<file path="config.mk">
export PLATFORM = sky130hd
export DESIGN_NAME = normalized_weighted_ring_average
export DESIGN_NICKNAME = d
export VERILOG_FILES = /design/src/rtl/nwra_pkg.sv /design/src/rtl/nwra_ram.sv /design/src/rtl/nwra_div.sv /design/src/rtl/normalized_weighted_ring_average.sv
export VERILOG_INCLUDE_DIRS = /design/src /design/src/rtl
export SDC_FILE = /design/constraint.sdc
export NUM_CORES = 2
export LEC_CHECK = 0
export BUFFER_PORTS_ARGS = -buffer_cell sky130_fd_sc_hd__buf_2
export CAP_MARGIN = 20
export CORE_MARGIN = 2
export CORE_UTILIZATION = 57
export DETAILED_ROUTE_END_ITERATION = 8
export GPL_TIMING_DRIVEN = 0
export PLACE_DENSITY = 0.79
export SLEW_MARGIN = 25
export SYNTH_ARGS = -nofsm -noshare
export SYNTH_HDL_FRONTEND = slang
export SYNTH_SLANG_ARGS = --single-unit
</file>
<file path="constraint.sdc">
create_clock -name clock -period 6.5 [get_ports clock]
set_input_delay 0.975 -clock clock [delete_from_list [all_inputs] [get_ports clock]]
set_output_delay 0.975 -clock clock [all_outputs]
set_load 0.02 [all_outputs]
</file>
<file path="src/rtl/assert_macros.svh">
// assertion macros used by the top-level rtl file
// no dependencies; expects a clock named clock and a reset named reset
`ifndef ASSERT_MACROS_SVH
`define ASSERT_MACROS_SVH

// checked on every rising edge outside reset
`define ASSERT_CLK(label, prop) \
   label: assert property (@(posedge clock) disable iff (reset) (prop)) \
      else $error("assertion failed");

// checked on every rising edge, reset included
`define ASSERT_CLK_ALWAYS(label, prop) \
   label: assert property (@(posedge clock) (prop)) \
      else $error("assertion failed");

`endif

</file>
<file path="src/rtl/nwra_pkg.sv">
// types, constants and state codes of the normalized weighted ring average
// no dependencies
`default_nettype none

package nwra_pkg;

   localparam int RING_DEPTH_DEFAULT = 64;
   localparam int SLOT_W   = 6;
   localparam int SAMPLE_W = 16;
   localparam int COEFF_W  = 16;
   localparam int TAPS_W   = 7;
   localparam int QUOT_W   = 17;

   localparam logic [COEFF_W-1:0] THRESHOLD_RESET = 16'd33;

   typedef enum logic [0:0] {
      CMD_LOAD_WEIGHT = 1'b0,
      CMD_FILTER      = 1'b1
   } command_type;

   typedef enum logic [2:0] {
      ST_CLEAR,
      ST_IDLE,
      ST_FETCH,
      ST_MAC,
      ST_DIV
   } state_type;

   typedef struct packed {
      command_type                 command;
      logic [SLOT_W-1:0]           sample_slot;
      logic signed [SAMPLE_W-1:0]  sample;
      logic [SLOT_W-1:0]           coeff_slot;
      logic [COEFF_W-1:0]          coeff_value;
   } req_type;

   typedef struct packed {
      logic signed [SAMPLE_W-1:0]  filtered;
      logic                        zero_weight;
      logic [TAPS_W-1:0]           taps_used;
   } rsp_type;

endpackage

`default_nettype wire

</file>
<file path="src/rtl/nwra_ram.sv">
// single write port, single read port memory with registered read data
// depends on nothing but its parameters
`default_nettype none

module nwra_ram #(
   parameter int DEPTH = 64,
   parameter int WIDTH = 16
) (
   input  wire logic                     clock,
   input  wire logic                     wr_en,
   input  wire logic [$clog2(DEPTH)-1:0] wr_addr,
   input  wire logic [WIDTH-1:0]         wr_data,
   input  wire logic [$clog2(DEPTH)-1:0] rd_addr,
   output logic      [WIDTH-1:0]         rd_data
);

   logic [WIDTH-1:0] mem [DEPTH];
   logic [WIDTH-1:0] rd_data_ff;

   always_ff @(posedge clock) begin
      if (wr_en) begin
         mem[wr_addr] <= wr_data;
      end
   end

   always_ff @(posedge clock) begin
      rd_data_ff <= mem[rd_addr];
   end

   assign rd_data = rd_data_ff;

endmodule

`default_nettype wire

</file>
<file path="src/rtl/nwra_div.sv">
// iterative signed by unsigned divider, one quotient bit per cycle, truncates toward zero
// depends on nwra_pkg; quotient magnitude must stay below 2**QUOT_W
`default_nettype none

module nwra_div
   import nwra_pkg::*;
#(
   parameter int ACC_W  = 40,
   parameter int WSUM_W = 23
) (
   input  wire logic                       clock,
   input  wire logic                       reset,
   input  wire logic                       start,
   input  wire logic signed [ACC_W-1:0]    dividend,
   input  wire logic        [WSUM_W-1:0]   divisor,
   output logic                            busy,
   output logic signed [SAMPLE_W-1:0]      quotient
);

   localparam int CNT_W = $clog2(QUOT_W + 1);

   logic [CNT_W-1:0]  cnt_ff, cnt_in;
   logic [ACC_W-1:0]  rem_ff, rem_in;
   logic [ACC_W-1:0]  den_ff, den_in;
   logic [QUOT_W-1:0] quot_ff, quot_in;
   logic              neg_ff, neg_in;
   logic [ACC_W-1:0]  magnitude;
   logic [QUOT_W-1:0] quot_signed;

   always_comb begin
      magnitude = dividend[ACC_W-1] ? (~$unsigned(dividend) + 1'b1) : $unsigned(dividend);
      cnt_in  = cnt_ff;
      rem_in  = rem_ff;
      den_in  = den_ff;
      quot_in = quot_ff;
      neg_in  = neg_ff;
      if (start) begin
         cnt_in  = CNT_W'(QUOT_W);
         rem_in  = magnitude;
         den_in  = ACC_W'(divisor) << (QUOT_W - 1);
         quot_in = '0;
         neg_in  = dividend[ACC_W-1];
      end else if (cnt_ff != '0) begin
         cnt_in = cnt_ff - 1'b1;
         den_in = den_ff >> 1;
         if (rem_ff >= den_ff) begin
            rem_in  = rem_ff - den_ff;
            quot_in = {quot_ff[QUOT_W-2:0], 1'b1};
         end else begin
            quot_in = {quot_ff[QUOT_W-2:0], 1'b0};
         end
      end
   end

   always_ff @(posedge clock) begin
      if (reset) begin
         cnt_ff <= '0;
      end else begin
         cnt_ff <= cnt_in;
      end
   end

   always_ff @(posedge clock) begin
      rem_ff  <= rem_in;
      den_ff  <= den_in;
      quot_ff <= quot_in;
      neg_ff  <= neg_in;
   end

   assign quot_signed = neg_ff ? (~quot_ff + 1'b1) : quot_ff;
   assign quotient    = $signed(quot_signed[SAMPLE_W-1:0]);
   assign busy        = (cnt_ff != '0);

endmodule

`default_nettype wire

</file>
<file path="src/rtl/normalized_weighted_ring_average.sv">
// channel   dir  handshake            payload
// req_      in   req_valid/req_ready  req_type: command, slots, sample, weight
// rsp_      out  rsp_valid/rsp_ready  rsp_type: filtered, zero_weight, taps_used
// csr_      in   csr_valid/csr_ready  csr_data: weight_threshold
//
// a weight load is written at accept; a filter command runs as: accept, a fetch state,
// one tap per cycle through the memory read ports until the walk ends (a weight below
// the threshold also ends it), a divider start, 17 divider steps and a result load.
// after reset a clearing pass zeroes both memories while req_ready stays low. a result
// waiting on rsp_ready does not block the next transfer in, only the next result load.
//
// top level: control sequencer, tap accumulator, memories and divider
// depends on nwra_pkg, nwra_ram, nwra_div and assert_macros.svh
`default_nettype none

`include "assert_macros.svh"

module normalized_weighted_ring_average
   import nwra_pkg::*;
#(
   parameter int RING_DEPTH = RING_DEPTH_DEFAULT
) (
   input  wire logic                clock,
   input  wire logic                reset,
   input  wire logic                req_valid,
   output logic                     req_ready,
   input  wire req_type             req_payload,
   output logic                     rsp_valid,
   input  wire logic                rsp_ready,
   output rsp_type                  rsp_payload,
   input  wire logic                csr_valid,
   output logic                     csr_ready,
   input  wire logic [COEFF_W-1:0]  csr_data
);

   localparam int ADDR_W = $clog2(RING_DEPTH);
   localparam int CNT_W  = $clog2(RING_DEPTH + 1);
   localparam int ACC_W  = 2 * SAMPLE_W + 1 + CNT_W;
   localparam int WSUM_W = COEFF_W + CNT_W;

   state_type                  state_ff, state_in;
   logic [ADDR_W-1:0]          clr_ff, clr_in;
   logic [CNT_W-1:0]           taps_ff, taps_in;
   logic [ADDR_W-1:0]          pos_ff, pos_in;
   logic [ADDR_W-1:0]          start_ff, start_in;
   logic signed [ACC_W-1:0]    acc_ff, acc_in;
   logic [WSUM_W-1:0]          wsum_ff, wsum_in;
   logic [COEFF_W-1:0]         thr_ff, thr_in;
   logic                       rsp_valid_ff, rsp_valid_in;
   rsp_type                    rsp_ff, rsp_in;
   logic                       div_go_ff, div_go_in;

   logic [ADDR_W-1:0]          slot_mod [2**SLOT_W];
   logic                       accept;
   logic                       smp_we, wt_we;
   logic [ADDR_W-1:0]          smp_waddr, wt_waddr;
   logic [SAMPLE_W-1:0]        smp_wdata;
   logic [COEFF_W-1:0]         wt_wdata;
   logic [SAMPLE_W-1:0]        smp_rdata;
   logic [COEFF_W-1:0]         wt_rdata;
   logic signed [2*SAMPLE_W:0] prod;
   logic                       tap_used;
   logic [ADDR_W-1:0]          pos_dec;
   logic [CNT_W-1:0]           taps_inc;
   logic                       div_busy;
   logic signed [SAMPLE_W-1:0] div_quot;

   for (genvar i = 0; i < 2**SLOT_W; i++) begin : g_slot_mod
      assign slot_mod[i] = ADDR_W'(i % RING_DEPTH);
   end

   assign req_ready   = (state_ff == ST_IDLE);
   assign accept      = req_valid && req_ready;
   assign csr_ready   = 1'b1;
   assign rsp_valid   = rsp_valid_ff;
   assign rsp_payload = rsp_ff;

   always_comb begin
      smp_we    = 1'b0;
      wt_we     = 1'b0;
      smp_waddr = slot_mod[req_payload.sample_slot];
      wt_waddr  = slot_mod[req_payload.coeff_slot];
      smp_wdata = req_payload.sample;
      wt_wdata  = req_payload.coeff_value;
      if (state_ff == ST_CLEAR) begin
         smp_we    = 1'b1;
         wt_we     = 1'b1;
         smp_waddr = clr_ff;
         wt_waddr  = clr_ff;
         smp_wdata = '0;
         wt_wdata  = '0;
      end else if (accept) begin
         smp_we = (req_payload.command == CMD_FILTER);
         wt_we  = (req_payload.command == CMD_LOAD_WEIGHT);
      end
   end

   nwra_ram #(
      .DEPTH (RING_DEPTH),
      .WIDTH (SAMPLE_W)
   ) u_sample_ram (
      .clock   (clock),
      .wr_en   (smp_we),
      .wr_addr (smp_waddr),
      .wr_data (smp_wdata),
      .rd_addr (pos_in),
      .rd_data (smp_rdata)
   );

   nwra_ram #(
      .DEPTH (RING_DEPTH),
      .WIDTH (COEFF_W)
   ) u_weight_ram (
      .clock   (clock),
      .wr_en   (wt_we),
      .wr_addr (wt_waddr),
      .wr_data (wt_wdata),
      .rd_addr (taps_in[ADDR_W-1:0]),
      .rd_data (wt_rdata)
   );

   nwra_div #(
      .ACC_W  (ACC_W),
      .WSUM_W (WSUM_W)
   ) u_div (
      .clock    (clock),
      .reset    (reset),
      .start    (div_go_ff),
      .dividend (acc_ff),
      .divisor  (wsum_ff),
      .busy     (div_busy),
      .quotient (div_quot)
   );

   assign prod     = $signed({1'b0, wt_rdata}) * $signed(smp_rdata);
   assign tap_used = (taps_ff == '0) || (wt_rdata >= thr_ff);
   assign pos_dec  = (pos_ff == '0) ? ADDR_W'(RING_DEPTH - 1) : pos_ff - 1'b1;
   assign taps_inc = taps_ff + 1'b1;

   always_comb begin
      state_in     = state_ff;
      clr_in       = clr_ff;
      taps_in      = taps_ff;
      pos_in       = pos_ff;
      start_in     = start_ff;
      acc_in       = acc_ff;
      wsum_in      = wsum_ff;
      thr_in       = csr_valid ? csr_data : thr_ff;
      rsp_valid_in = rsp_valid_ff && !rsp_ready;
      rsp_in       = rsp_ff;
      div_go_in    = 1'b0;
      case (state_ff)
         ST_CLEAR: begin
            clr_in = clr_ff + 1'b1;
            if (clr_ff == ADDR_W'(RING_DEPTH - 1)) begin
               state_in = ST_IDLE;
            end
         end
         ST_IDLE: begin
            if (accept && req_payload.command == CMD_FILTER) begin
               start_in = slot_mod[req_payload.sample_slot];
               pos_in   = slot_mod[req_payload.sample_slot];
               taps_in  = '0;
               acc_in   = '0;
               wsum_in  = '0;
               state_in = ST_FETCH;
            end
         end
         ST_FETCH: begin
            state_in = ST_MAC;
         end
         ST_MAC: begin
            if (tap_used) begin
               acc_in  = acc_ff + ACC_W'(prod);
               wsum_in = wsum_ff + WSUM_W'(wt_rdata);
               taps_in = taps_inc;
               pos_in  = pos_dec;
               if (pos_dec == start_ff || taps_inc >= CNT_W'(RING_DEPTH)) begin
                  div_go_in = 1'b1;
                  state_in  = ST_DIV;
               end
            end else begin
               div_go_in = 1'b1;
               state_in  = ST_DIV;
            end
         end
         ST_DIV: begin
            if (!div_go_ff && !div_busy && (!rsp_valid_ff || rsp_ready)) begin
               rsp_valid_in       = 1'b1;
               rsp_in.zero_weight = (wsum_ff == '0);
               rsp_in.filtered    = (wsum_ff == '0) ? '0 : div_quot;
               rsp_in.taps_used   = TAPS_W'(taps_ff);
               state_in           = ST_IDLE;
            end
         end
         default: begin
            state_in = ST_IDLE;
         end
      endcase
   end

   always_ff @(posedge clock) begin
      if (reset) begin
         state_ff     <= ST_CLEAR;
         clr_ff       <= '0;
         taps_ff      <= '0;
         thr_ff       <= THRESHOLD_RESET;
         rsp_valid_ff <= 1'b0;
         div_go_ff    <= 1'b0;
      end else begin
         state_ff     <= state_in;
         clr_ff       <= clr_in;
         taps_ff      <= taps_in;
         thr_ff       <= thr_in;
         rsp_valid_ff <= rsp_valid_in;
         div_go_ff    <= div_go_in;
      end
   end

   always_ff @(posedge clock) begin
      pos_ff   <= pos_in;
      start_ff <= start_in;
      acc_ff   <= acc_in;
      wsum_ff  <= wsum_in;
      rsp_ff   <= rsp_in;
   end

   `ASSERT_CLK(a_taps_bounded, taps_ff <= CNT_W'(RING_DEPTH))
   `ASSERT_CLK(a_div_free_at_start, div_go_ff |-> !div_busy)
   `ASSERT_CLK(a_zero_flag_clears_value,
      rsp_valid |-> (!rsp_payload.zero_weight || rsp_payload.filtered == '0))
   `ASSERT_CLK(a_result_only_after_div,
      $rose(rsp_valid) |-> $past(state_ff) == ST_DIV)

endmodule

`default_nettype wire
</file>
==> flow_metrics.tcl <==
set metrics [dict create \
    path_clk_slew_ns 0.06 \
    dp_hpwl_um 212000 \
    routed_wl_um 303000 \
    grt.overflow.total 0 \
    syn_to_final_growth_pct 12.8 \
    grtUsageMet3_pct 6.42 \
    wire_per_inst_um 26.6 \
    cts.sinks 2314 \
    finalWeightedCongestion 0.991 \
    layout_min_cycle_time_ns 6.74 \
    pwr_density_cell_mw_per_mm2 415 \
    whs_ns 0.325 \
    nets 9251 \
    fmax_mhz 148 \
    reg2reg_from "u_weight_ram.rd_data[8]" \
    clk_latency_ns 0.95 \
    leakagePower_nw 44.5 \
    critPathCaptureType "register" \
    dr.pass1.iters 7 \
    row_count 158 \
    min_period_over_period_pct 104 \
    synth-seq-area-share_pct 64.7 \
    required_ns 7.10 \
    met2_usage_pct 49.5 \
    instances_no_fill 11413 \
    clock_path_buffers 3 \
    violations "setup timing" \
    gr-max-usage-layer "met2" \
    syn_area_per_cell_um2 12.7 \
    crit_fanout 5 \
    vias 72475 \
    syn_area_mm2 0.106 \
    ys_types 89 \
    core-area_mm2 0.185 \
    synth_cells 8303 \
    via_per_inst 6.35 \
    cts_max_level 4 \
    total_power_w 0.0494 \
    ys_ff_latch 2314 \
    setup_violations 8 \
    min_path_type "input port to register" \
    dp.cells 10964 \
    max_cap_violations 0 \
    syn_nets 8817 \
    arrival_ns 7.34 \
    critical_path_class "register to register" \
    antenna_found_initial 25 \
    relSlewSlack_pct 23.2 \
    drt-initial-drc-count 10286 \
    io_buffers 89 \
    async_flop_share_pct 0 \
    synth_warnings 0 \
    min_from "req_payload[43]" \
    reg2reg_slack_ns -0.24 \
    ir_drop_mv 1.38 \
    cts_tree "done" \
    drive_above_1_share_pct 11.5 \
    synth_area_leaders "edfxtp_1 63%, nand2_1 5.5%, fa_1 4.3%, ha_1 2.6%, mux2i_1 2.2%" \
    grt_pass1_wl_um 444000 \
    synth-edff-count 2205 \
    die-area_mm2 0.189 \
    ant_nets 0 \
    grt_start_max_net_pins 65 \
    pre_cts_slack_ns -1.39 \
    drc_errors 0 \
    layout_setup_ws_ns -0.239 \
    grt_use_met1_pct 41.9 \
    synthFlopType "edfxtp_1" \
    hold_depth 1 \
    rsz0062_at_grt "true" \
    die_w_um 434 \
    io_pins 93 \
    r2r_cells 23 \
    hold_violations 0 \
    tns_ns -0.976 \
    hold_end "start_ff[5]" \
    cts_buffers 222 \
    worst_clock_skew_ns 0.0999 \
    yosysTopAreaCell "edfxtp_1" \
    worst_pin_slew_ns 1.14 \
    start_util_pct 57.1 \
    grt_usage_pct 31.8 \
    clock-root-buffer "clkbuf_16" \
    drv_slew 0 \
    synth_top_area_share_pct 62.7 \
    grt_pass1_vias 70350 \
    rr_endpoint "acc_ff[36]" \
    start_kind "register" \
    outcome "complete, but fails checks" \
    dieHeight_um 434 \
]
## layout by cell type, fill, tap and decap left out, types with 155 or more instances in the layout
| cell | synthesis | final |
|---|---|---|
| a211oi_1 | 283 | 281 |
| a21oi_1 | 280 | 270 |
| a31oi_1 | 226 | 226 |
| and2_1 | 321 | 286 |
| and3_1 | 156 | 155 |
| buf_2 | 134 | 225 |
| clkbuf_1 | 283 | 300 |
| clkbuf_16 | 0 | 228 |
| edfxtp_1 | 2205 | 2205 |
| fa_1 | 229 | 227 |
| ha_1 | 219 | 215 |
| inv_1 | 402 | 396 |
| mux2i_1 | 234 | 233 |
| nand2_1 | 1557 | 1557 |
| nor2_1 | 309 | 178 |
| o21ai_0 | 189 | 187 |
## worst max-delay path: stages (launching register included)
cell	delay, ns
dfxtp_4	0.38
buf_6	0.16
and2_1	0.16
fa_1	0.53
inv_1	0.05
fa_1	0.45
fa_1	0.51
inv_1	0.06
fa_1	0.47
fa_1	0.51
fa_1	0.61
ha_4	0.23
and3_4	0.18
a221o_2	0.42
a311oi_4	0.41
a21oi_4	0.13
o221ai_2	0.20
a211o_1	0.22
a21oi_2	0.09
a21oi_2	0.19
buf_4	0.14
o31ai_4	0.07
xnor2_1	0.18
nor2_1	0.06
## how the worst max path moves through the flow
stage,slack [ns],startpoint,end,cells past startpoint
detailed placement,-1.39,u_weight_ram.rd_data[11],acc_ff[38],21
floorplan,0.01,u_sample_ram.rd_data[2],acc_ff[35],22
global placement,-1.45,u_weight_ram.rd_data[0],u_sample_ram.rd_data[6],15
CTS,-0.1,u_weight_ram.rd_data[7],acc_ff[38],24
global route,-0.39,u_weight_ram.rd_data[6],acc_ff[36],27
finish,-0.24,u_weight_ram.rd_data[8],acc_ff[36],23
## per-stage QoR
stage / instance area [um^2] / utilization, %
2_1_floorplan: 106000 / -
3_3_place_gp: 109000 / 59.1
3_5_place_dp: 111000 / 60.1
4_1_cts: 119000 / 64.3
5_1_grt: 119000 / 64.4
6_report: 119000 / 64.4
## Yosys cell counts (219+ instances only)
cell type  count
fa_1         229
a31oi_1      226
nor2_1       309
edfxtp_1    2205
a21oi_1      280
mux2i_1      234
and2_1       321
clkbuf_1     283
a211oi_1     283
ha_1         219
inv_1        402
nand2_1     1557
## layout make-up
class,count,area [um^2]
clock buffers,291,6010
fillers,13074,65700
flip-flops and latches,2314,68500
inverters,405,1530
repair buffers,211,2180
multi-input cells,5102,34300
well taps,2480,3100
diodes,14,35.0
plain buffers,481,2360
clock inverters,115,1150
## sequential cells by signal (all words and copies together) (netlist names), 3 cells and up
register and cells:
u_sample_ram.mem 1024, state_ff 3, taps_ff 7, u_sample_ram.rd_data 16, thr_ff 16, u_div.rem_ff 40, acc_ff 40, pos_ff 6
wsum_ff 23, u_weight_ram.rd_data 16, clr_ff 6, start_ff 6, rsp_payload 24, u_weight_ram.mem 1024, u_div.cnt_ff 5, u_div.quot_ff 16
u_div.den_ff 39
## routing by layer
layer | up-vias | wire (um)
li1 | 31182 | -
met1 | 35502 | 110000
met2 | 4785 | 138000
met3 | 990 | 34100
met4 | 16 | 20500
met5 | - | 130
## power breakdown
group	total (W)	internal, W	switching (W)
Clock	0.0128	0.00704	0.00572
Sequential	0.0173	0.0169	0.000404
Combinational	0.0194	0.00804	0.0113
Total	0.0494	0.0319	0.0175
## logic make-up after synthesis
kind of cell	Yosys count	synth area share (%)
AND/OR/NAND/NOR	2754	11.8
AO/OA/AOI/OAI	1491	9.39
multiplexers	267	2.57
buffers and inverters	887	3.44
adder cells (fa/ha/maj)	448	6.93
XOR/XNOR	141	1.17
other	1	0.00355
flip-flops	2314	64.7
## what timing repair did
action / CTS / global route
endpoints found under the setup margin: 38 / 25
resized for setup: 139 / 31
pin swaps: 27 / 23
buffers inserted: 23 / 8
hold buffers: 0 / 0
No activity file was read; power rests on OpenSTA's default activity.
